`config.mk`:
```
export PLATFORM = sky130hd
export DESIGN_NAME = ffls_sqrt
export DESIGN_NICKNAME = d
export VERILOG_FILES = /design/src/rtl/core/ffls_pkg.sv /design/src/rtl/core/ffls_sqrt.sv
export SDC_FILE = /design/constraint.sdc
export NUM_CORES = 1
export LEC_CHECK = 0
export BUFFER_PORTS_ARGS = -buffer_cell sky130_fd_sc_hd__clkbuf_2
export CORE_UTILIZATION = 55
export CTS_CLUSTER_DIAMETER = 40
export CTS_CLUSTER_SIZE = 30
export DETAILED_ROUTE_END_ITERATION = 7
export PLACE_DENSITY = 0.71
export SETUP_SLACK_MARGIN = 0.15
export SLEW_MARGIN = 40
export SYNTH_ARGS = -nofsm -noshare
export SYNTH_HDL_FRONTEND = slang
export SYNTH_SLANG_ARGS = --single-unit
export TNS_END_PERCENT = 100
```
`constraint.sdc`:
```
create_clock -name i_clk -period 3.8 [get_ports i_clk]
set_clock_uncertainty 0.2 [all_clocks]
set_input_delay 0 -clock i_clk [delete_from_list [all_inputs] [get_ports i_clk]]
set_output_delay 0 -clock i_clk [all_outputs]
set_load 0.02 [all_outputs]
```
`src/rtl/core/ffls_pkg.sv`:
```
// ffls_pkg: types and constants shared by the flat facet Lambert shader.
// No dependencies; every rtl/core file refers to it by scoped names.
package ffls_pkg;

    localparam int COORD_BITS = 16;
    localparam int DIFF_BITS  = COORD_BITS + 1;
    localparam int PROD_BITS  = 2 * COORD_BITS + 2;
    localparam int CROSS_BITS = 2 * COORD_BITS + 3;
    localparam int MAG_BITS   = 2 * COORD_BITS + 2;
    localparam int NORM_BITS  = 31;
    localparam int SQ_BITS    = 2 * NORM_BITS;
    localparam int SUM_BITS   = SQ_BITS + 2;
    localparam int XMAG_BITS  = (MAG_BITS > NORM_BITS) ? MAG_BITS : NORM_BITS;
    localparam int SHIFT_BITS = 5;

    localparam int COUNT_BITS = 9;
    localparam logic [COUNT_BITS-1:0] COUNT_RESET = 9'd64;
    localparam int SHADE_BITS = 8;
    localparam logic [9:0] SHADE_MAX = 10'd255;

    // floor(v / 10) = (v * RECIP10) >> RECIP10_SHIFT, exact for v below 2^16
    localparam int RECIP10_BITS  = 16;
    localparam logic [RECIP10_BITS-1:0] RECIP10 = 16'd52429;
    localparam int RECIP10_SHIFT = 19;

    typedef struct packed {
        logic signed [COORD_BITS-1:0] corner_a_x;
        logic signed [COORD_BITS-1:0] corner_a_y;
        logic signed [COORD_BITS-1:0] corner_a_z;
        logic signed [COORD_BITS-1:0] corner_b_x;
        logic signed [COORD_BITS-1:0] corner_b_y;
        logic signed [COORD_BITS-1:0] corner_b_z;
        logic signed [COORD_BITS-1:0] corner_c_x;
        logic signed [COORD_BITS-1:0] corner_c_y;
        logic signed [COORD_BITS-1:0] corner_c_z;
    } t_corners;

    typedef struct packed {
        logic [SHADE_BITS-1:0] shade_index;
        logic                  degenerate;
    } t_shade;

    typedef struct packed {
        logic valid;
        logic degen;
    } t_ctl;

endpackage

```
`src/rtl/core/ffls_sqrt.sv`:
```
// ffls_sqrt: digit-by-digit integer square root, one root bit per stage.
// Depends on ffls_pkg.
module ffls_sqrt #(
    parameter int RATIO_FRAC_BITS = 16
) (
    input  logic                          i_clk,
    input  logic                          i_rst_n,
    input  ffls_pkg::t_ctl                i_ctl,
    input  logic [2*RATIO_FRAC_BITS:0]    i_quot,
    output ffls_pkg::t_ctl                o_ctl,
    output logic [RATIO_FRAC_BITS:0]      o_root
);

    localparam int R  = RATIO_FRAC_BITS;
    localparam int NS = R + 1;
    localparam int FW = R + 1;
    localparam int EW = R + 3;
    localparam int PW = 2 * R + 2;

    logic [NS-1:0] r_vld;
    logic [NS-1:0] r_dg;
    logic [FW-1:0] r_root [NS];
    logic [EW-1:0] r_rem  [NS];
    logic [PW-1:0] r_rad  [NS];
    logic [FW-1:0] n_root [NS];
    logic [EW-1:0] n_rem  [NS];

    always_ff @(posedge i_clk) begin
        if (!i_rst_n) begin
            r_vld <= '0;
        end else begin
            r_vld <= {r_vld[NS-2:0], i_ctl.valid};
        end
    end

    always_ff @(posedge i_clk) begin
        r_dg <= {r_dg[NS-2:0], i_ctl.degen};
    end

    for (genvar k = 0; k < NS; k++) begin : g_stage
        logic [FW-1:0] root_in;
        logic [EW-1:0] rem_in;
        logic [PW-1:0] rad_in;
        logic [EW-1:0] cur;
        logic [EW-1:0] trial;

        if (k == 0) begin : g_head
            assign root_in = '0;
            assign rem_in  = '0;
            assign rad_in  = PW'(i_quot);
        end else begin : g_tail
            assign root_in = r_root[k-1];
            assign rem_in  = r_rem[k-1];
            assign rad_in  = r_rad[k-1];
        end

        always_comb begin
            cur   = {rem_in[EW-3:0], rad_in[PW-1:PW-2]};
            trial = {root_in, 2'b01};
            if (cur >= trial) begin
                n_rem[k]  = cur - trial;
                n_root[k] = {root_in[FW-2:0], 1'b1};
            end else begin
                n_rem[k]  = cur;
                n_root[k] = {root_in[FW-2:0], 1'b0};
            end
        end

        always_ff @(posedge i_clk) begin
            r_root[k] <= n_root[k];
            r_rem[k]  <= n_rem[k];
            r_rad[k]  <= {rad_in[PW-3:0], 2'b00};
        end
    end

    assign o_ctl.valid = r_vld[NS-1];
    assign o_ctl.degen = r_dg[NS-1];
    assign o_root      = r_root[NS-1];

endmodule

```
==> results.yml, run 1 <==
power_and_ir_drop:
  p_leak_nw: 13.9
  swShare_pct: 29.2
  pwr-share-comb_pct: 19.5
  power_mw: 21.7
  power_switching_mw: 6.33
  vdd_drop_max_mv: 0.603
  p_clk_share_pct: 36.6
  power_density_mw_per_mm2: 734
  intPower_mw: 15.3
  sequentialPowerShare_pct: 43.9
worst_setup_path:
  worstSetupPathType: "register to register"
  arrival_ns: 3.54
  crit_required_ns: 4.08
  critPathMaxFanout: 18
  start_kind: "register"
  crit_path_end_kind: "register"
grt:
  use_met3_pct: 3.68
  met2_usage_pct: 34.7
  grt_pass1_vias: 16337
  grt_use_total_pct: 20.5
  antenna_found_initial: 0
  grt_overflow: 0
  grt-busiest-layer: "met2"
  grt_first_pass_wirelength_mm: 78.3
  grt_max_degree: 28
  met1_usage_pct: 26.5
clock_tree:
  postCtsSetupRepairBufs: 0
  cts_made_buffers: 76
  ctsResizeCount: 0
  clkSlewWorstSetupHoldPaths_ns: 0.08
  cts_tree: "yes"
  cts_sinks: 709
  clk_latency_ns: 0.62
  htree_levels: 3
  clockBufferDepth: 3
  cts-root-buf: "clkbuf_16"
hold_path:
  hold_class: "register to register"
detailed_routing:
  drt_iter0_drc: 861
  antenna_left: 0
  drc: 0
  routed_wl_mm: 47.2
  avgViaCountPerCell: 5.17
  wire_per_inst_um: 14.9
  vias: 16407
  dr.pass1.iters: 5
logic_synthesis:
  yosysMostFrequentCell: "dfxtp_1"
  yosysWarnings: 0
  synth_compound_area_share_pct: 11.1
  ys_ff_latch: 709
  syn-num-nets: 2554
  syn_inst: 2347
  synthArstFlopShare_pct: 0
  synth_edf_count: 0
  synth_commonest_cells: "709 x dfxtp_1, 205 x inv_1, 170 x ha_1"
  synthXorXnorAreaFrac_pct: 6.28
  syn_area_mm2: 0.0251
  synthAdderAreaFrac_pct: 8.47
  synth_mux_area_share_pct: 2.60
  synth-simple-area-share_pct: 11.1
  yosysTopAreaCell: "dfxtp_1"
  synth_top_flop_cell: "dfxtp_1"
  synth_area_leaders: "dfxtp_1 57%, ha_1 8.5%, xnor2_1 3.6%"
  synth_cell_types: 87
  synth_top_family_by_area: "compound AO/OA/AOI/OAI gates"
  postSynthAreaPerCell_um2: 10.7
  synth_top_area_share_pct: 56.6
  synth-seq-area-share_pct: 56.6
die:
  io_pins: 56
  fp-row-count: 77
  start_util_pct: 56.3
  fp.dieH_um: 216
  die_w_um: 216
  dieArea_mm2: 0.0465
  fp.coreArea_mm2: 0.0446
placement:
  hpwl_mm: 33.4
  gp_congestion: 0.946
  port_buffers: 55
timing:
  period_needed_ns: 3.26
  finalCritPeriodShare_pct: 85.9
  clock.fmax_mhz: 306
  final_hold_viol_count: 0
  finalSetupViolations: 0
  relSlewSlack_pct: 49.1
  worstMarginPinSlew_ns: 0.757
  grt_setup_unrepaired: "false"
  holdWs_ns: 0.118
  final_max_slew_viol_count: 0
  tns_ns: 0
job:
  cap_viol_max_count: 0
cells_and_area:
  drive_gt1_share_pct: 11.4
  num_antenna_cells: 0
  nets: 2727
  syn_to_final_growth_pct: 17.6
outcome:
  status: "finished clean"
-- metrics by stage --
step,setup WS (ns),cell area (µm²),utilization [%],instances
after floorplan,1.05,25100,-,2347
after global placement,0.737,26000,58.3,2962
after detailed placement,0.594,26000,58.3,2962
after CTS,0.537,29500,66.2,3175
after global routing,0.305,29500,66.2,3175
final,0.537,29500,66.2,3175
-- state kept, by name, indices dropped and copies added (netlist names) --
register	flops
r_rad	272
r_rem	250
r_root	153
r_dg	17
r_vld	17
-- worst paths after layout --
check	cells after the start	from	slack, ns	to
hold / removal	0	r_rad[0][117]	0.12	r_rad[0][151]
setup reg to reg	9	r_root[1][102]	0.54	r_rem[0][295]
hold reg to reg	0	r_rad[0][117]	0.12	r_rad[0][151]
setup / recovery	9	r_root[1][102]	0.54	r_rem[0][295]
-- area by class of cell --
cell class	instances	area (µm²)
multi-input cells	1391	9940
repair buffers	136	1060
flip-flops and latches	709	14200
clock buffers	82	1980
fillers	3368	15100
clock inverters	59	838
inverters	206	773
well taps	592	741
-- repair_timing --
| item | 4_1_cts | 5_1_grt |
|---|---|---|
| hold endpoints to repair | 51 | 0 |
| endpoints found under the setup margin | 0 | 0 |
| hold buffers | 72 | 0 |
-- critical path, stage by stage, from the launching register on --
cell	delay [ns]
dfxtp_1	0.32
inv_1	0.05
ha_1	0.36
o211ai_1	0.21
o21ai_1	0.15
o21ai_0	0.35
o21ai_0	0.23
a41o_1	0.28
a31oi_4	0.57
mux2_2	0.41
-- power groups by stage --
| stage | Sequential (mW) | Combinational [mW] | Clock [mW] |
|---|---|---|---|
| after global routing | 9.65 | 4.75 | 8.43 |
| after detailed placement | 9.68 | 4.10 | 0 |
| final | 9.51 | 4.22 | 7.94 |
| after global placement | 9.66 | 4.02 | 0 |
| after floorplan | 9.39 | 3.32 | 0 |
| after CTS | 9.52 | 4.20 | 8.11 |
-- metal layers --
metal | wire length, µm | up-vias
li1 | - | 8350
met1 | 22100 | 7667
met2 | 22100 | 293
met3 | 1700 | 97
met4 | 1270 | 0
met5 | 0 | -
-- placed cells by master, fill, tap and decap left out, types with 19 or more instances in the layout --
cell / n
nor2_1: 134
clkbuf_2: 55
and2_1: 24
inv_1: 205
nand3_1: 19
ha_1: 170
xnor2_1: 104
mux2_2: 50
nand4_1: 22
nor3_1: 55
clkbuf_16: 77
dlygate4sd3_1: 72
a21o_1: 41
or3_1: 24
o21ai_0: 115
nand2b_1: 33
dfxtp_1: 709
nand2_1: 127
xor2_1: 76
a21oi_1: 130
o21a_1: 23
-- cell families (layout without fill, tap and decap cells) --
| group | after synthesis | after routing |
|---|---|---|
| and+or+nand+nor | 539 | 539 |
| buffers and inverters | 247 | 483 |
| AOI/OAI and AO/OA | 442 | 442 |
| DFF | 709 | 709 |
| other | 1 | 1 |
| adders and majority gates | 170 | 170 |
| xor gates and xnor gates | 180 | 180 |
| muxes | 59 | 59 |
Power figures use the tool's default switching activity.
==> run 2, diff against run 1 <==
--- a/config.mk
+++ b/config.mk
@@ -10,6 +10,7 @@
 export CTS_CLUSTER_DIAMETER = 40
 export CTS_CLUSTER_SIZE = 30
 export DETAILED_ROUTE_END_ITERATION = 7
+export GPL_TIMING_DRIVEN = 0
 export PLACE_DENSITY = 0.71
 export SETUP_SLACK_MARGIN = 0.15
 export SLEW_MARGIN = 40
==> run 2 against run 1 <==
Effect of this change: global-route usage rose by 0.21 points; fmax fell by 8.0%; largest power group unchanged; total power grew 0.96%; combinational power grew 3%; highest routed layer unchanged; count of clock-buffer cells in the layout grew 8; sequential share of layout area shrank 0.45 points; critical path depth up 2; wire length about the same; die area stayed put; cell count up 1.4%.
==> results.yml, run 2 (synthesis results as in run 1) <==
hold_path:
  hold_class: "register to register"
  hold_end: "r_rad[0][446]"
  holdPathStages: 0
  min_from: "r_rad[0][412]"
worst_setup_path:
  rr_startpoint: "r_root[1][104]"
  crit_family: "compound AO/OA/AOI/OAI gates"
  start_kind: "register"
  startpoint: "r_root[1][104]"
  critPathBufInv: 3
  critPathMaxFanout: 10
  rrSetupSlack_ns: 0.26
  crit_slowest_cell: "o21ai_0"
  worst_r2r_endpoint: "r_rem[0][298]"
  cp_cell_sequence: "inv_1 > ha_1 > o211ai_1 > o21ai_1 > o21ai_1 > o21ai_0 > a41o_1 > a31oi_4 > buf_12 > buf_4 > mux2_2"
  arrival_ns: 3.83
  crit_required_ns: 4.09
  reg2reg_depth: 11
  crit_path_end_kind: "register"
  critPathMostFrequentCell: "o21ai_1"
  slowest_delay_ns: 0.68
  worstSetupPathType: "register to register"
die:
  dieArea_mm2: 0.0465
  fp.dieH_um: 216
  io_pins: 56
  fp-row-count: 77
  fp.coreArea_mm2: 0.0446
  start_util_pct: 56.3
  die_w_um: 216
timing:
  holdWs_ns: 0.112
  fin_ws_ns: 0.255
  period_needed_ns: 3.54
  finalCritPeriodShare_pct: 93.3
  clock.fmax_mhz: 282
  final_hold_viol_count: 0
  grt_setup_unrepaired: "false"
  tns_ns: 0
  final_max_slew_viol_count: 0
  finalSetupViolations: 0
  relSlewSlack_pct: 44.5
  worstMarginPinSlew_ns: 0.826
detailed_routing:
  dr.pass1.iters: 6
  antenna_left: 0
  wire_per_inst_um: 14.7
  avgViaCountPerCell: 5.19
  vias: 16707
  routed_wl_mm: 47.2
  drc: 0
  drt_iter0_drc: 1029
clock_tree:
  cts_tree: "yes"
  cts-root-buf: "clkbuf_16"
  cts_made_buffers: 79
  clockBufferDepth: 3
  cts_sinks: 709
  htree_levels: 3
  clk_latency_ns: 0.62
  clkSlewWorstSetupHoldPaths_ns: 0.07
cells_and_area:
  layout_common_cells: "709 x dfxtp_1, 205 x inv_1, 170 x ha_1, 134 x nor2_1, 130 x a21oi_1"
  final_util_pct: 66.8
  syn_to_final_growth_pct: 18.8
  num_antenna_cells: 0
  final_common_cell: "dfxtp_1"
  drive_gt1_share_pct: 11.8
  nets: 2768
  largest_reg_flops: 272
  regMostFlops: "r_rad"
  reg_top3: "r_rad (272), r_rem (250), r_root (153)"
placement:
  gp_congestion: 0.924
  post-place-ws_ns: 0.207
  hpwl_mm: 33.8
  port_buffers: 55
outcome:
  status: "finished clean"
grt:
  grt_use_total_pct: 20.8
  grt_overflow: 0
  grt_pass1_vias: 16638
  grt_first_pass_wirelength_mm: 79.2
  grt_max_degree: 24
  antenna_found_initial: 0
job:
  cap_viol_max_count: 0
power_and_ir_drop:
  vdd_drop_max_mv: 0.565
  power_density_mw_per_mm2: 734
  p_leak_nw: 14.0
## run 2: through the flow
| stage | power (mW) | cell area [µm²] | instances |
|---|---|---|---|
| after floorplan | 12.7 | 25100 | 2347 |
| after detailed placement | 13.8 | 26100 | 2994 |
| after global placement | 13.6 | 26100 | 2994 |
| after global routing | 23.1 | 29800 | 3218 |
| after CTS | 22.0 | 29800 | 3213 |
| final | 21.9 | 29800 | 3218 |
## run 2: worst max path at each step
stage | endpoint | slack, ns | cells after the start
2_1_floorplan | r_rem[0][278] | 1.05 | 10
3_3_place_gp | r_rem[0][298] | 0.26 | 10
3_5_place_dp | r_rem[0][298] | 0.21 | 10
4_1_cts | r_rem[0][298] | 0.15 | 10
5_1_grt | r_rem[0][200] | 0.20 | 11
6_report | r_rem[0][298] | 0.26 | 11
## run 2: power by group
| group | leakage [nW] | internal [mW] | switching [mW] | total (mW) |
|---|---|---|---|---|
| Clock | 1.39 | 4.71 | 3.34 | 8.04 |
| Combinational | 6.65 | 2.05 | 2.30 | 4.35 |
| Sequential | 5.94 | 8.71 | 0.762 | 9.47 |
## run 2: area by class of cell
type	count	area, µm²
sequential	709	14200
inverter	206	773
tap	592	741
clock inverter	56	828
clock buffer	90	2080
multi-input combinational	1391	9940
fill	3367	14800
timing repair buffer	133	1060
buffer	41	195
## run 2: what timing repair did
action                                  CTS  global route
endpoints found under the hold margin    51             0
hold buffers                             73             0
gates resized for setup                   0             2
setup buffers                             0             5
endpoints found under the setup margin    0            11
## run 2: per-layer routing
metal  global-route usage (%)  vias to the layer above  part of all wire, %
li1                         -                     8449                    -
met1                     27.2                     7757                   46
met2                     34.2                      420                   46
met3                     4.13                       81                  6.0
met4                     7.19                        0                  2.0
met5                        0                        -                    0
==> run 3, diff against run 2 <==
--- a/config.mk
+++ b/config.mk
@@ -7,7 +7,6 @@
 export LEC_CHECK = 0
 export BUFFER_PORTS_ARGS = -buffer_cell sky130_fd_sc_hd__clkbuf_2
 export CORE_UTILIZATION = 55
-export CTS_CLUSTER_DIAMETER = 40
 export CTS_CLUSTER_SIZE = 30
 export DETAILED_ROUTE_END_ITERATION = 7
 export GPL_TIMING_DRIVEN = 0
==> constraint.sdc (replaced) <==
create_clock -name i_clk -period 4.05 [get_ports i_clk]
set_clock_uncertainty 0.2 [all_clocks]
set_input_delay 0 -clock i_clk [delete_from_list [all_inputs] [get_ports i_clk]]
set_output_delay 0 -clock i_clk [all_outputs]
set_load 0.02 [all_outputs]
==> run 3 against run 2 <==
Effect of this change: cell area fell by 2.1%; hold slack lost 0.044 ns; die area stayed put.
==> results.yml, run 3 (synthesis results as in run 1) <==
grt:
  grt_max_degree: 16
  grt_first_pass_wirelength_mm: 78.7
  grt_overflow: 0
  grt_use_total_pct: 20.6
  antenna_found_initial: 0
  grt_pass1_vias: 16658
cells_and_area:
  regMostFlops: "r_rad"
  final_util_pct: 65.4
  final_common_cell: "dfxtp_1"
  layout_common_cells: "709 x dfxtp_1, 205 x inv_1, 170 x ha_1, 134 x nor2_1, 130 x a21oi_1"
  syn_to_final_growth_pct: 16.2
  largest_reg_flops: 272
  num_antenna_cells: 0
  nets: 2753
  reg_top3: "r_rad (272), r_rem (250), r_root (153)"
  drive_gt1_share_pct: 10.6
detailed_routing:
  drt_iter0_drc: 948
  dr.pass1.iters: 6
  vias: 16556
  avgViaCountPerCell: 5.19
  drc: 0
  antenna_left: 0
  routed_wl_mm: 46.7
  wire_per_inst_um: 14.6
worst_setup_path:
  start_kind: "register"
  reg2reg_depth: 10
  endpoint: "r_rem[0][298]"
  critPathMaxFanout: 10
  rrSetupSlack_ns: 0.36
  rr_startpoint: "r_root[1][104]"
  startpoint: "r_root[1][104]"
  worst_r2r_endpoint: "r_rem[0][298]"
  arrival_ns: 3.97
  worstSetupPathType: "register to register"
  crit_path_end_kind: "register"
  crit_required_ns: 4.32
clock_tree:
  clk_latency_ns: 0.59
  ctsResizeCount: 0
  postCtsSetupRepairBufs: 0
  cts_sinks: 709
  cts_tree: "yes"
  clkSlewWorstSetupHoldPaths_ns: 0.06
  cts_made_buffers: 70
  clockBufferDepth: 3
  cts-root-buf: "clkbuf_16"
  hold_buffers: 72
  htree_levels: 3
timing:
  clock.fmax_mhz: 271
  final_max_slew_viol_count: 0
  finalCritPeriodShare_pct: 91.2
  period_needed_ns: 3.69
  grt_setup_unrepaired: "false"
  worstMarginPinSlew_ns: 0.758
  final_hold_viol_count: 0
  relSlewSlack_pct: 49.3
  finalSetupViolations: 0
  tns_ns: 0
power_and_ir_drop:
  p_leak_nw: 13.7
  vdd_drop_max_mv: 0.452
  power_density_mw_per_mm2: 661
  power_mw: 19.3
die:
  fp-row-count: 77
  start_util_pct: 56.3
  die_w_um: 216
  fp.dieH_um: 216
  io_pins: 56
  fp.coreArea_mm2: 0.0446
  dieArea_mm2: 0.0465
placement:
  port_buffers: 55
  gp_congestion: 0.924
  hpwl_mm: 33.8
outcome:
  status: "finished clean"
job:
  cap_viol_max_count: 0
hold_path:
  hold_class: "primary input to register"
[run 3: metal layers]
metal / part of all wire [%] / global-route usage (%)
met2: 46 / 33.8
met4: 2.6 / 7.94
met3: 5.6 / 3.96
met5: 0 / 0
met1: 46 / 26.7
[run 3: stage by stage]
step / cell area, µm² / setup WS (ns) / std cells / hold slack (ns)
2_1_floorplan: 25100 / 1.30 / 2347 / -0.172
3_3_place_gp: 26100 / 0.509 / 2994 / -0.0981
3_5_place_dp: 26100 / 0.457 / 2994 / -0.0961
4_1_cts: 29200 / 0.426 / 3192 / 0.000592
5_1_grt: 29200 / 0.172 / 3192 / 0.0739
6_report: 29200 / 0.357 / 3192 / 0.0679
[run 3: worst min-delay path by stage]
stage | startpoint | endpoint | cells past startpoint
2_1_floorplan | i_ctl[0] | r_dg[0] | 0
3_3_place_gp | i_ctl[0] | r_dg[0] | 1
3_5_place_dp | i_quot[6] | r_rad[0][6] | 1
4_1_cts | i_rst_n | r_vld[16] | 3
5_1_grt | i_rst_n | r_vld[16] | 3
6_report | i_rst_n | r_vld[3] | 3
[run 3: power by group]
| group | internal, mW | leakage [nW] | switching, mW |
|---|---|---|---|
| combinational | 1.88 | 6.62 | 2.14 |
| clock | 3.78 | 1.15 | 2.60 |
| sequential | 8.18 | 5.94 | 0.722 |
[run 3: critical path: stages (launching register included)]
cell and delay, ns:
dfxtp_1 0.37, inv_1 0.06, ha_1 0.36, a21oi_1 0.18, o21ai_1 0.15, o21ai_0 0.39, o21ai_0 0.36, a41o_1 0.40
a31oi_4 0.42, buf_4 0.31, mux2_2 0.37
[run 3: layout make-up]
class	count	area, µm²
flip-flops and latches	709	14200
multi-input cells	1391	9940
plain buffers	41	195
fillers	3407	15400
inverters	206	773
clock inverters	27	313
well taps	592	741
clock buffers	99	2020
repair buffers	127	996
