===== src/rtl/core/ffls_pkg.sv =====
// ffls_pkg: types and constants shared by the flat facet Lambert shader.
// No dependencies; every rtl/core file refers to it by scoped names.
package ffls_pkg;

    localparam int COORD_BITS = 16;
    localparam int DIFF_BITS  = COORD_BITS + 1;
    localparam int PROD_BITS  = 2 * COORD_BITS + 2;
    localparam int CROSS_BITS = 2 * COORD_BITS + 3;
    localparam int MAG_BITS   = 2 * COORD_BITS + 2;
    localparam int NORM_BITS  = 31;
    localparam int SQ_BITS    = 2 * NORM_BITS;
    localparam int SUM_BITS   = SQ_BITS + 2;
    localparam int XMAG_BITS  = (MAG_BITS > NORM_BITS) ? MAG_BITS : NORM_BITS;
    localparam int SHIFT_BITS = 5;

    localparam int COUNT_BITS = 9;
    localparam logic [COUNT_BITS-1:0] COUNT_RESET = 9'd64;
    localparam int SHADE_BITS = 8;
    localparam logic [9:0] SHADE_MAX = 10'd255;

    // floor(v / 10) = (v * RECIP10) >> RECIP10_SHIFT, exact for v below 2^16
    localparam int RECIP10_BITS  = 16;
    localparam logic [RECIP10_BITS-1:0] RECIP10 = 16'd52429;
    localparam int RECIP10_SHIFT = 19;

    typedef struct packed {
        logic signed [COORD_BITS-1:0] corner_a_x;
        logic signed [COORD_BITS-1:0] corner_a_y;
        logic signed [COORD_BITS-1:0] corner_a_z;
        logic signed [COORD_BITS-1:0] corner_b_x;
        logic signed [COORD_BITS-1:0] corner_b_y;
        logic signed [COORD_BITS-1:0] corner_b_z;
        logic signed [COORD_BITS-1:0] corner_c_x;
        logic signed [COORD_BITS-1:0] corner_c_y;
        logic signed [COORD_BITS-1:0] corner_c_z;
    } t_corners;

    typedef struct packed {
        logic [SHADE_BITS-1:0] shade_index;
        logic                  degenerate;
    } t_shade;

    typedef struct packed {
        logic valid;
        logic degen;
    } t_ctl;

endpackage


===== src/rtl/core/ffls_shade.sv =====
// ffls_shade: scale the Lambert factor onto the colour ramp and saturate.
// Three register stages, the last one drives the result ports. Depends on ffls_pkg.
module ffls_shade #(
    parameter int RATIO_FRAC_BITS = 16
) (
    input  logic                                i_clk,
    input  logic                                i_rst_n,
    input  ffls_pkg::t_ctl                      i_ctl,
    input  logic [RATIO_FRAC_BITS:0]            i_root,
    input  logic [ffls_pkg::COUNT_BITS-1:0]     i_count,
    output logic                                o_strobe,
    output ffls_pkg::t_shade                    o_result
);

    localparam int R  = RATIO_FRAC_BITS;
    localparam int AW = R + 4;
    localparam int CB = ffls_pkg::COUNT_BITS;
    localparam int MW = AW + CB;
    localparam int VW = 13;
    localparam int KW = VW + ffls_pkg::RECIP10_BITS;
    localparam int IW = 10;

    logic [1:0]    r_vld;
    logic          r_strobe;
    logic [1:0]    r_dg;
    logic [MW-1:0] r_prod;
    logic [IW-1:0] r_tenth;
    logic [AW-1:0] scaled;
    logic [VW-1:0] v;
    logic [KW-1:0] k;
    logic [CB-1:0] lim;
    logic [IW-1:0] idx;
    ffls_pkg::t_shade r_result;

    always_ff @(posedge i_clk) begin
        if (!i_rst_n) begin
            r_vld    <= '0;
            r_strobe <= 1'b0;
        end else begin
            r_vld    <= {r_vld[0], i_ctl.valid};
            r_strobe <= r_vld[1];
        end
    end

    // 7*f + 3*2^R, factor forced to zero for a degenerate normal
    always_comb begin
        if (i_ctl.degen) begin
            scaled = AW'(3) << R;
        end else begin
            scaled = (AW'(i_root) << 3) - AW'(i_root) + (AW'(3) << R);
        end
        v   = r_prod[R+VW-1:R];
        k   = KW'(v) * KW'(ffls_pkg::RECIP10);
        lim = i_count - CB'(1);
        idx = r_tenth;
        if (i_count == '0) begin
            idx = '0;
        end else if (idx > IW'(lim)) begin
            idx = IW'(lim);
        end
        if (idx > ffls_pkg::SHADE_MAX) begin
            idx = ffls_pkg::SHADE_MAX;
        end
    end

    always_ff @(posedge i_clk) begin
        r_prod  <= MW'(i_count) * MW'(scaled);
        r_tenth <= k[ffls_pkg::RECIP10_SHIFT+IW-1:ffls_pkg::RECIP10_SHIFT];
        r_dg    <= {r_dg[0], i_ctl.degen};
        r_result.shade_index <= idx[ffls_pkg::SHADE_BITS-1:0];
        r_result.degenerate  <= r_dg[1];
    end

    assign o_strobe = r_strobe;
    assign o_result = r_result;

endmodule


===== config.mk =====
export PLATFORM = sky130hd
export DESIGN_NAME = ffls_shade
export DESIGN_NICKNAME = d
export VERILOG_FILES = /design/src/rtl/core/ffls_pkg.sv /design/src/rtl/core/ffls_shade.sv
export SDC_FILE = /design/constraint.sdc
export NUM_CORES = 1
export LEC_CHECK = 0
export BUFFER_PORTS_ARGS = -buffer_cell sky130_fd_sc_hd__buf_2
export CAP_MARGIN = 25
export CORE_UTILIZATION = 40
export DETAILED_ROUTE_END_ITERATION = 6
export PLACE_DENSITY = 0.69
export RECOVER_POWER = 100
export SLEW_MARGIN = 40
export SYNTH_ARGS = -nofsm -noshare
export SYNTH_HDL_FRONTEND = slang
export SYNTH_SLANG_ARGS = --single-unit

===== constraint.sdc =====
create_clock -name i_clk -period 6.5 [get_ports i_clk]
set_input_delay 0.325 -clock i_clk [delete_from_list [all_inputs] [get_ports i_clk]]
set_output_delay 0.325 -clock i_clk [all_outputs]
set_load 0.1 [all_outputs]

==> results.sh, run 1 <==
export IMPL_design_final_nets=1634
export IMPL_routabilityCongestion=0.921
export IMPL_layout_filler_cells=2408
export IMPL_mostFrequentLayoutCells="sky130_fd_sc_hd__inv_1 (238), sky130_fd_sc_hd__fa_1 (174), sky130_fd_sc_hd__ha_1 (160), sky130_fd_sc_hd__buf_4 (90), sky130_fd_sc_hd__nand2_1 (85)"
export IMPL_cpPeakStageDelay_ps=520
export IMPL_vias_per_cell=5.25
export IMPL_clk_insertion_delay_late_ps=290
export IMPL_first_iter_violations=586
export IMPL_final_cells=1594
export IMPL_most_common_cell_after_layout_fill_and_taps_aside="sky130_fd_sc_hd__inv_1"
export IMPL_r2r_end="r_tenth[9]"
export IMPL_cts_num_sinks=37
export IMPL_synth_cell_area_mm2=0.0104
export IMPL_detailedRoute_firstPassIterationCount=5
export IMPL_vias=8364
export IMPL_floorplan_io_pins=40
export IMPL_number_of_buffers_added_by_the_clock_tree_synthesis_step=5
export IMPL_die_h_um=163
export IMPL_clock_tree_root_cell="sky130_fd_sc_hd__clkbuf_16"
export IMPL_fraction_of_final_layout_cells_sized_beyond_drive_strength_1=0.145
export IMPL_antenna_found_initial=0
export IMPL_clock_path_buffers=2
export IMPL_holdCritPathClass="input port to register"
export IMPL_clkTransAtPathRegs_ps=60
export IMPL_dp_final_hpwl_um=21200
export IMPL_drtAntennaViolNets=0
export IMPL_vias_in_the_first_global_route=8687
export IMPL_dieWidth_um=163
export IMPL_ys_seq_elements=37
export IMPL_timing_final_crit_share=0.962
export IMPL_status="finished with violations"
export IMPL_crit_path_top_delay_cell="sky130_fd_sc_hd__fa_1"
export IMPL_first_pass_grt_wire_length_um=41500
export IMPL_worst_r2r_setup_slack_ps=1590
export IMPL_worst_setup_path_end_kind="register"
export IMPL_cp_max_fo=4
export IMPL_grt_util_all_layers=0.196
export IMPL_final_setup_skew_ps=5.39
export IMPL_finalSetupViolCount=0
export IMPL_violations_in_the_final_reports="max-capacitance violations, max-slew violations"
export IMPL_whs_ps=248
export IMPL_ys_warn_count=0
export IMPL_synth_yosys_seq_area_share=0.0715
export IMPL_antenna_diode_count=0
export IMPL_syn_num_nets=1524
export IMPL_post_route_cell_area_mm2=0.0120
export IMPL_largest_net_degree_at_the_start_of_global_routing=38
export IMPL_route_detailed_drc=0
export IMPL_io_buffers=39
export IMPL_global_route_overflow_total=0
export IMPL_worstReg2RegStart="r_prod[27]"
export IMPL_synth_edff_count=0
export IMPL_maxClockFrequency_mhz=160
export IMPL_synth_async_sr_flop_share=0
export IMPL_min_delay_worst_endpoint="r_vld[0]"
export IMPL_placementRows=58
export IMPL_timing_critical_path_arrival_ps=6440
export IMPL_dp_cells=1580
export IMPL_startpoint_type="input port"
export IMPL_netlist_instances=1153
export IMPL_dieArea_mm2=0.0266
export IMPL_tritoncts_clock_tree="yes"
export IMPL_worst_slew_margin_rel=-0.136
export IMPL_finalCriticalPeriod_ps=6250
export IMPL_hold_path_depth=2
export IMPL_maxCapViolCount=1
export IMPL_postSynth_topFlopCell="sky130_fd_sc_hd__dfxtp_1"
export IMPL_drt_wl_total_um=25200
export IMPL_route_detailed_wl_per_inst_um=15.8
export IMPL_final_max_slew_violation_count=38
export IMPL_floorplan_initialDensity=0.409
export IMPL_placed_area_mm2=0.0115
export IMPL_setup_total_negative_slack_ps=0
export IMPL_path_class="input port to register"
export IMPL_report_final_hold_viol_count=0
export IMPL_deepest_level_of_the_cts_h_tree=2
export IMPL_yosys_cell_types_count=64
export IMPL_syn_avg_cell_area_um2=8.99
export IMPL_min_delay_start="i_ctl[1]"
export IMPL_design_core_area_mm2=0.0253
export IMPL_worst_pin_slew_ps=1700
export IMPL_synthesis_to_layout_area_growth_pct=15.6
export IMPL_cp_required_ps=6690
export IMPL_reg2reg_depth=17
[area by class of cell]
class,instances,area [um^2],area share
clock inverters,3,43.8,0.00366
multi-input cells,848,8870,0.741
repair buffers,133,888,0.0742
inverters,238,893,0.0746
flip-flops and latches,37,741,0.0618
well taps,330,413,0.0345
clock buffers,5,125,0.0104
[Yosys cell counts (3+ instances only)]
library cell                  n  area share
sky130_fd_sc_hd__inv_1      238       0.086
sky130_fd_sc_hd__fa_1       174        0.34
sky130_fd_sc_hd__ha_1       167        0.20
sky130_fd_sc_hd__nand2_1     86       0.031
sky130_fd_sc_hd__nor2_1      71       0.026
sky130_fd_sc_hd__and2_1      44       0.027
sky130_fd_sc_hd__a21oi_1     39       0.019
sky130_fd_sc_hd__dfxtp_1     37       0.071
sky130_fd_sc_hd__xnor2_1     30       0.025
sky130_fd_sc_hd__clkbuf_1    24      0.0087
sky130_fd_sc_hd__nand3_1     22       0.011
sky130_fd_sc_hd__nand2b_1    16      0.0097
sky130_fd_sc_hd__nor3_1      16      0.0077
sky130_fd_sc_hd__a31oi_1     15      0.0091
sky130_fd_sc_hd__o21ai_0     15      0.0072
sky130_fd_sc_hd__xor2_1      13       0.011
sky130_fd_sc_hd__a21o_1      12      0.0087
sky130_fd_sc_hd__and3_1      12      0.0072
sky130_fd_sc_hd__nor2b_1     11      0.0066
sky130_fd_sc_hd__a211oi_1    10      0.0072
sky130_fd_sc_hd__o311a_1      6      0.0058
sky130_fd_sc_hd__or2_2        6      0.0036
sky130_fd_sc_hd__buf_1        5      0.0018
sky130_fd_sc_hd__nor4_1       5      0.0030
sky130_fd_sc_hd__or3_1        5      0.0030
sky130_fd_sc_hd__a211o_1      4      0.0034
sky130_fd_sc_hd__nand4_1      4      0.0024
sky130_fd_sc_hd__o211ai_1     4      0.0029
sky130_fd_sc_hd__o21a_1       4      0.0029
sky130_fd_sc_hd__o21bai_1     4      0.0029
sky130_fd_sc_hd__o22a_1       4      0.0034
sky130_fd_sc_hd__a2111oi_0    3      0.0025
sky130_fd_sc_hd__o221a_2      3      0.0033
sky130_fd_sc_hd__o311ai_0     3      0.0025
[per-stage QoR]
stage / setup slack, ps / utilization
after floorplan: 169 / -
after global placement: -161 / 0.455
after detailed placement: -322 / 0.455
after CTS: 9.30 / 0.462
after global routing: -31.6 / 0.473
final: 248 / 0.473
[worst max path at each step]
stage / startpoint / endpoint / slack, ps / cells after the start
4_1_cts: i_root[4] / r_prod[25] / 9 / 26
5_1_grt: i_root[4] / r_prod[26] / -30 / 28
2_1_floorplan: i_root[4] / r_prod[28] / 170 / 25
6_report: i_root[4] / r_prod[21] / 250 / 27
3_5_place_dp: i_root[4] / r_prod[28] / -320 / 26
3_3_place_gp: i_root[4] / r_prod[28] / -160 / 26
[state kept, by name, summed over array words and instances, names as in the netlist]
register and flops:
r_vld 2, r_tenth 10, o_result 9, r_prod 13, r_dg 2, o_strobe 1
[routing by layer]
metal / track usage / routed length, um
met3: 0.0247 / 1560
met2: 0.321 / 11700
met5: 0 / 0
met1: 0.272 / 11500
met4: 0.0489 / 492
[cells by family (layout without fill, tap and decap cells)]
| family | after synthesis | after routing | synth area share |
|---|---|---|---|
| muxes | 1 | 1 | 0.000966 |
| AOI/OAI and AO/OA | 151 | 151 | 0.107 |
| DFF | 37 | 37 | 0.0715 |
| and+or+nand+nor | 312 | 312 | 0.150 |
| xor gates and xnor gates | 43 | 43 | 0.0363 |
| buffers and inverters | 268 | 379 | 0.0972 |
| adders and majority gates | 341 | 341 | 0.538 |
[worst max-delay path: cells and delay by family]
family,cells,cell delay (ps)
AND/OR/NAND/NOR,2,150
adder cells (fa/ha/maj),7,2790
AO/OA/AOI/OAI,11,2310
buffers and inverters,7,860
[repair_timing]
action,in CTS,in global routing
cloned,0,1
endpoints found under the setup margin,2,12
pin swaps,1,28
gates resized for setup,2,50
hold buffers,0,0
setup buffers,0,5
Power of run 1 is left out: the tool's default activity adds up to more than one toggle a clock period on the data nets, which glitch-free logic cannot reach.
==> inputs of run 2 (changes only) <==
CORE_ASPECT_RATIO = 0.7   (was unset)
PLACE_DENSITY = 0.67   (was 0.69)
SLEW_MARGIN = 25   (was 40)
clock period = 6.1 ns   (was 6.5 ns; I/O delays follow)
==> run 2 against run 1 <==
Against the previous run: the flow now finishes without violations; setup slack got worse by 200 ps; via count up 1.9%; wire length is 10% higher; count of clock-buffer cells in the layout unchanged; cell count is 2.3% higher; sequential share of layout area fell by 0.40 points; flip-flop and latch count unchanged; register-to-register slack worse by 430 ps; largest cell class unchanged.
==> results.sh, run 2 (same netlist as run 1, synthesis figures left out) <==
export IMPL_status="complete, no violations"
export IMPL_critical_path_startpoint="i_root[7]"
export IMPL_worst_setup_path_end_kind="register"
export IMPL_design_core_area_mm2=0.0250
export IMPL_timing_final_crit_share=0.992
export IMPL_clock_path_buffers=2
export IMPL_dp_cells=1601
export IMPL_r2r_end="r_tenth[9]"
export IMPL_synthesis_to_layout_area_growth_pct=23.5
export IMPL_holdCritPathClass="input port to register"
export IMPL_whs_ps=229
export IMPL_largest_register="r_prod"
export IMPL_finalSetupViolCount=0
export IMPL_tritoncts_clock_tree="yes"
export IMPL_vias_in_the_first_global_route=8548
export IMPL_route_detailed_wl_per_inst_um=17.0
export IMPL_antenna_found_initial=0
export IMPL_route_detailed_drc=0
export IMPL_critical_path_depth=29
export IMPL_dp_final_hpwl_um=23000
export IMPL_worst_pin_slew_ps=1160
export IMPL_first_iter_violations=634
export IMPL_detailedRoute_firstPassIterationCount=5
export IMPL_clk_insertion_delay_late_ps=290
export IMPL_cp_max_fo=6
export IMPL_vias_per_cell=5.23
export IMPL_clock_tree_root_cell="sky130_fd_sc_hd__clkbuf_16"
export IMPL_worstReg2RegStart="r_prod[20]"
export IMPL_cp_required_ps=6260
export IMPL_clkTransAtPathRegs_ps=50
export IMPL_largest_net_degree_at_the_start_of_global_routing=34
export IMPL_first_pass_grt_wire_length_um=44200
export IMPL_floorplan_io_pins=40
export IMPL_io_buffers=39
export IMPL_grt_util_all_layers=0.210
export IMPL_dieWidth_um=194
export IMPL_final_setup_skew_ps=10.3
export IMPL_vias=8524
export IMPL_number_of_buffers_added_by_the_clock_tree_synthesis_step=5
export IMPL_grt_setup_unrepaired="true"
export IMPL_cts_num_sinks=37
export IMPL_drt_wl_total_um=27700
export IMPL_deepest_level_of_the_cts_h_tree=2
export IMPL_finalCriticalPeriod_ps=6050
export IMPL_worst_slew_margin_rel=0.228
export IMPL_final_max_slew_violation_count=0
export IMPL_maxClockFrequency_mhz=165
export IMPL_timing_critical_path_mode_cell="sky130_fd_sc_hd__fa_1"
export IMPL_fraction_of_final_layout_cells_sized_beyond_drive_strength_1=0.213
export IMPL_largest_register_ff_count=13
export IMPL_die_h_um=137
export IMPL_critical_path_top_delay_family="adder cells"
export IMPL_design_final_nets=1675
export IMPL_timing_critical_path_arrival_ps=6210
export IMPL_placementRows=48
export IMPL_dieArea_mm2=0.0266
export IMPL_global_route_overflow_total=0
export IMPL_reg2reg_depth=15
export IMPL_report_final_hold_viol_count=0
export IMPL_floorplan_initialDensity=0.414
export IMPL_layout_filler_cells=2284
export IMPL_final_cells=1630
export IMPL_startpoint_type="input port"
export IMPL_crit_path_top_delay_cell="sky130_fd_sc_hd__fa_1"
export IMPL_most_common_cell_after_layout_fill_and_taps_aside="sky130_fd_sc_hd__inv_1"
export IMPL_path_class="input port to register"
export IMPL_maxCapViolCount=0
export IMPL_mostFrequentLayoutCells="sky130_fd_sc_hd__inv_1 (230), sky130_fd_sc_hd__fa_1 (173), sky130_fd_sc_hd__ha_1 (139), sky130_fd_sc_hd__buf_4 (122), sky130_fd_sc_hd__nand2_1 (83)"
export IMPL_drtAntennaViolNets=0
export IMPL_routabilityCongestion=0.899
export IMPL_setup_worst_path_end="r_prod[28]"
export IMPL_antenna_diode_count=0
export IMPL_worst_r2r_setup_slack_ps=1160
export IMPL_worst_path_buf_inv=9
export IMPL_cpPeakStageDelay_ps=550
==> run 2: changes by cell type in the layout (fill, tap and decap cells not counted), sizes merged <==
cell and delta:
clkbuf -2, buf +43
==> run 2: layout make-up <==
type | count | area [um^2] | area share
multi-input cells | 848 | 9290 | 0.726
well taps | 325 | 407 | 0.0318
inverters | 238 | 896 | 0.0700
repair buffers | 174 | 1290 | 0.101
clock buffers | 5 | 125 | 0.00977
flip-flops and latches | 37 | 741 | 0.0579
clock inverters | 3 | 43.8 | 0.00342
==> run 2: worst min path at each step <==
stage,start,end,slack [ps],cells after the start
2_1_floorplan,r_dg[1],o_result[0],310,0
3_3_place_gp,r_dg[0],r_dg[1],310,0
3_5_place_dp,r_dg[0],r_dg[1],320,0
4_1_cts,i_ctl[1],r_vld[0],230,2
5_1_grt,i_ctl[1],r_vld[0],230,2
6_report,i_ctl[1],r_vld[0],230,2
==> run 2: per-layer routing <==
layer | global-route usage | up-vias | wire (um)
li1 | - | 4025 | -
met1 | 0.323 | 4184 | 13700
met2 | 0.302 | 296 | 11400
met3 | 0.0567 | 19 | 2500
met4 | 0.0137 | 0 | 121
met5 | 0 | - | 0
==> run 2: per-stage QoR <==
| stage | cell area (um^2) | setup TNS (ps) | setup slack [ps] | util |
|---|---|---|---|---|
| 6_report | 12800 | 0 | 49.4 | 0.511 |
| 2_1_floorplan | 10400 | 0 | 2.27 | - |
| 5_1_grt | 12800 | -683 | -200 | 0.511 |
| 4_1_cts | 12100 | 0 | 12.2 | 0.485 |
| 3_5_place_dp | 11800 | -5220 | -624 | 0.470 |
| 3_3_place_gp | 11800 | -3730 | -496 | 0.470 |
==> run 2: repair_timing <==
action	in CTS	in global routing
resized for setup	25	96
pin swaps	20	71
endpoints found under the setup margin	10	12
buffers inserted	6	15
hold buffers	0	0
hold endpoints to repair	0	0
Power of run 2 is left out for the same reason.
==> inputs of run 3 (changes only) <==
CELL_PAD_IN_SITES_DETAIL_PLACEMENT = 1   (was unset)
CELL_PAD_IN_SITES_GLOBAL_PLACEMENT = 1   (was unset)
MAX_ROUTING_LAYER = met4   (was unset)
PLACE_DENSITY = 0.79   (was 0.67)
==> run 3 against run 2 <==
Against the previous run: the run now ends with negative setup slack left; register-to-register slack lost 140 ps; critical endpoint unchanged; non-clock buffer count grew 12; utilization grew 0.55 points; count of clock-buffer cells in the layout grew 1; global-route usage grew 5.6 points; hold slack is essentially flat; flip-flop and latch count is the same; via count grew 8.8%.
==> results.sh, run 3 (same netlist as run 1, synthesis figures left out) <==
export IMPL_violations_in_the_final_reports="negative setup slack"
export IMPL_holdCritPathClass="input port to register"
export IMPL_number_of_buffers_added_by_the_clock_tree_synthesis_step=5
export IMPL_global_route_overflow_total=0
export IMPL_final_max_slew_violation_count=0
export IMPL_finalSetupViolCount=10
export IMPL_dieWidth_um=194
export IMPL_first_iter_violations=660
export IMPL_maxClockFrequency_mhz=157
export IMPL_maxCapViolCount=0
export IMPL_final_setup_skew_ps=3.03
export IMPL_drtAntennaViolNets=0
export IMPL_route_detailed_wl_per_inst_um=22.4
export IMPL_io_buffers=39
export IMPL_vias_per_cell=5.64
export IMPL_mostFrequentLayoutCells="sky130_fd_sc_hd__inv_1 (223), sky130_fd_sc_hd__fa_1 (169), sky130_fd_sc_hd__ha_1 (145), sky130_fd_sc_hd__buf_4 (137), sky130_fd_sc_hd__nand2_1 (78)"
export IMPL_first_pass_grt_wire_length_um=53100
export IMPL_cts_num_sinks=37
export IMPL_finalCriticalPeriod_ps=6360
export IMPL_clkTransAtPathRegs_ps=60
export IMPL_synthesis_to_layout_area_growth_pct=24.9
export IMPL_clk_insertion_delay_late_ps=290
export IMPL_antenna_found_initial=1
export IMPL_clock_tree_root_cell="sky130_fd_sc_hd__clkbuf_16"
export IMPL_largest_net_degree_at_the_start_of_global_routing=29
export IMPL_routabilityCongestion=0.914
export IMPL_clock_path_buffers=2
export IMPL_most_common_cell_after_layout_fill_and_taps_aside="sky130_fd_sc_hd__inv_1"
export IMPL_deepest_level_of_the_cts_h_tree=2
export IMPL_floorplan_io_pins=40
export IMPL_status="finished with violations"
export IMPL_design_final_nets=1688
export IMPL_vias_in_the_first_global_route=9859
export IMPL_grt_setup_unrepaired="true"
export IMPL_worst_r2r_setup_slack_ps=1020
export IMPL_layout_filler_cells=2857
export IMPL_tritoncts_clock_tree="yes"
export IMPL_dieArea_mm2=0.0266
export IMPL_finish_utilization=0.517
export IMPL_largest_register="r_prod"
export IMPL_largest_register_ff_count=13
export IMPL_dp_final_hpwl_um=27600
export IMPL_vias=9274
export IMPL_timing_critical_path_arrival_ps=6520
export IMPL_path_class="input port to register"
export IMPL_route_detailed_drc=0
export IMPL_layout_setup_ws_ps=-261
export IMPL_report_final_hold_viol_count=0
export IMPL_cp_max_fo=4
export IMPL_die_h_um=137
export IMPL_floorplan_initialDensity=0.414
export IMPL_timing_final_crit_share=1.04
export IMPL_detailedRoute_firstPassIterationCount=5
export IMPL_worst_slew_margin_rel=0.340
export IMPL_worst_pin_slew_ps=985
export IMPL_worst_setup_path_end_kind="register"
export IMPL_design_core_area_mm2=0.0250
export IMPL_placementRows=48
export IMPL_drt_wl_total_um=36800
export IMPL_fraction_of_final_layout_cells_sized_beyond_drive_strength_1=0.241
export IMPL_cp_required_ps=6260
export IMPL_startpoint_type="input port"
export IMPL_grt_util_all_layers=0.266
==> run 3: worst paths after layout <==
path | start | endpoint | cells past startpoint
worst min-delay path | i_ctl[1] | r_vld[0] | 2
worst max register to register | r_prod[21] | r_tenth[9] | 15
worst max-delay path | i_root[5] | r_prod[28] | 27
worst min register to register | r_dg[1] | o_result[0] | 0
==> run 3: repair_timing <==
action,4_1_cts,5_1_grt
resized for setup,54,96
cloned,1,0
hold endpoints to repair,0,0
pin swaps,40,86
hold buffers,0,0
setup buffers,9,19
setup endpoints to repair,13,12
==> run 3: through the flow <==
stage               cell area [um^2]  hold slack (ps)  setup TNS [ps]  setup slack, ps  std cells
finish                         12900              229           -1320             -261       1643
global route                   12900              257           -3020             -465       1643
CTS                            12300              224           -1.23            -1.23       1623
detailed placement             11800              316           -7230             -699       1606
global placement               11800              310           -4920             -489       1606
floorplan                      10400              310               0             2.27       1153
==> run 3: critical path, stage by stage <==
cell and delay (ps):
sky130_fd_sc_hd__buf_2 110, sky130_fd_sc_hd__inv_1 70, sky130_fd_sc_hd__ha_1 330, sky130_fd_sc_hd__ha_4 230, sky130_fd_sc_hd__or2_4 240, sky130_fd_sc_hd__o311a_4 130, sky130_fd_sc_hd__a2111oi_4 400, sky130_fd_sc_hd__o21ai_2 150
sky130_fd_sc_hd__buf_6 160, sky130_fd_sc_hd__and3_4 180, sky130_fd_sc_hd__o21bai_4 160, sky130_fd_sc_hd__buf_6 140, sky130_fd_sc_hd__and2_4 140, sky130_fd_sc_hd__fa_2 450, sky130_fd_sc_hd__fa_2 500, sky130_fd_sc_hd__fa_1 560
sky130_fd_sc_hd__inv_2 40, sky130_fd_sc_hd__fa_1 500, sky130_fd_sc_hd__inv_2 60, sky130_fd_sc_hd__ha_4 240, sky130_fd_sc_hd__a21oi_4 160, sky130_fd_sc_hd__o21ai_2 110, sky130_fd_sc_hd__a221oi_2 340, sky130_fd_sc_hd__o21ai_2 150
sky130_fd_sc_hd__a211oi_2 360, sky130_fd_sc_hd__o31ai_2 140, sky130_fd_sc_hd__xnor2_1 140
==> run 3: final cells by class <==
cell class | instances | area (um^2) | share of cell area
Timing Repair Buffer | 186 | 1380 | 0.106
Antenna cell | 1 | 2.50 | 0.000193
Multi-Input combinational cell | 849 | 9380 | 0.725
Sequential cell | 37 | 741 | 0.0572
Inverter | 238 | 898 | 0.0694
Tap cell | 325 | 407 | 0.0314
Clock inverter | 1 | 8.76 | 0.000677
Clock buffer | 6 | 129 | 0.00996
==> run 3: metal layers <==
metal / GRT usage / vias to the layer above / wire length, um
met5: - / - / 0
li1: - / 4039 / -
met4: 0.0331 / 0 / 754
met2: 0.422 / 408 / 17300
met3: 0.0569 / 73 / 3160
met1: 0.360 / 4754 / 15500
Power of run 3 is left out for the same reason.
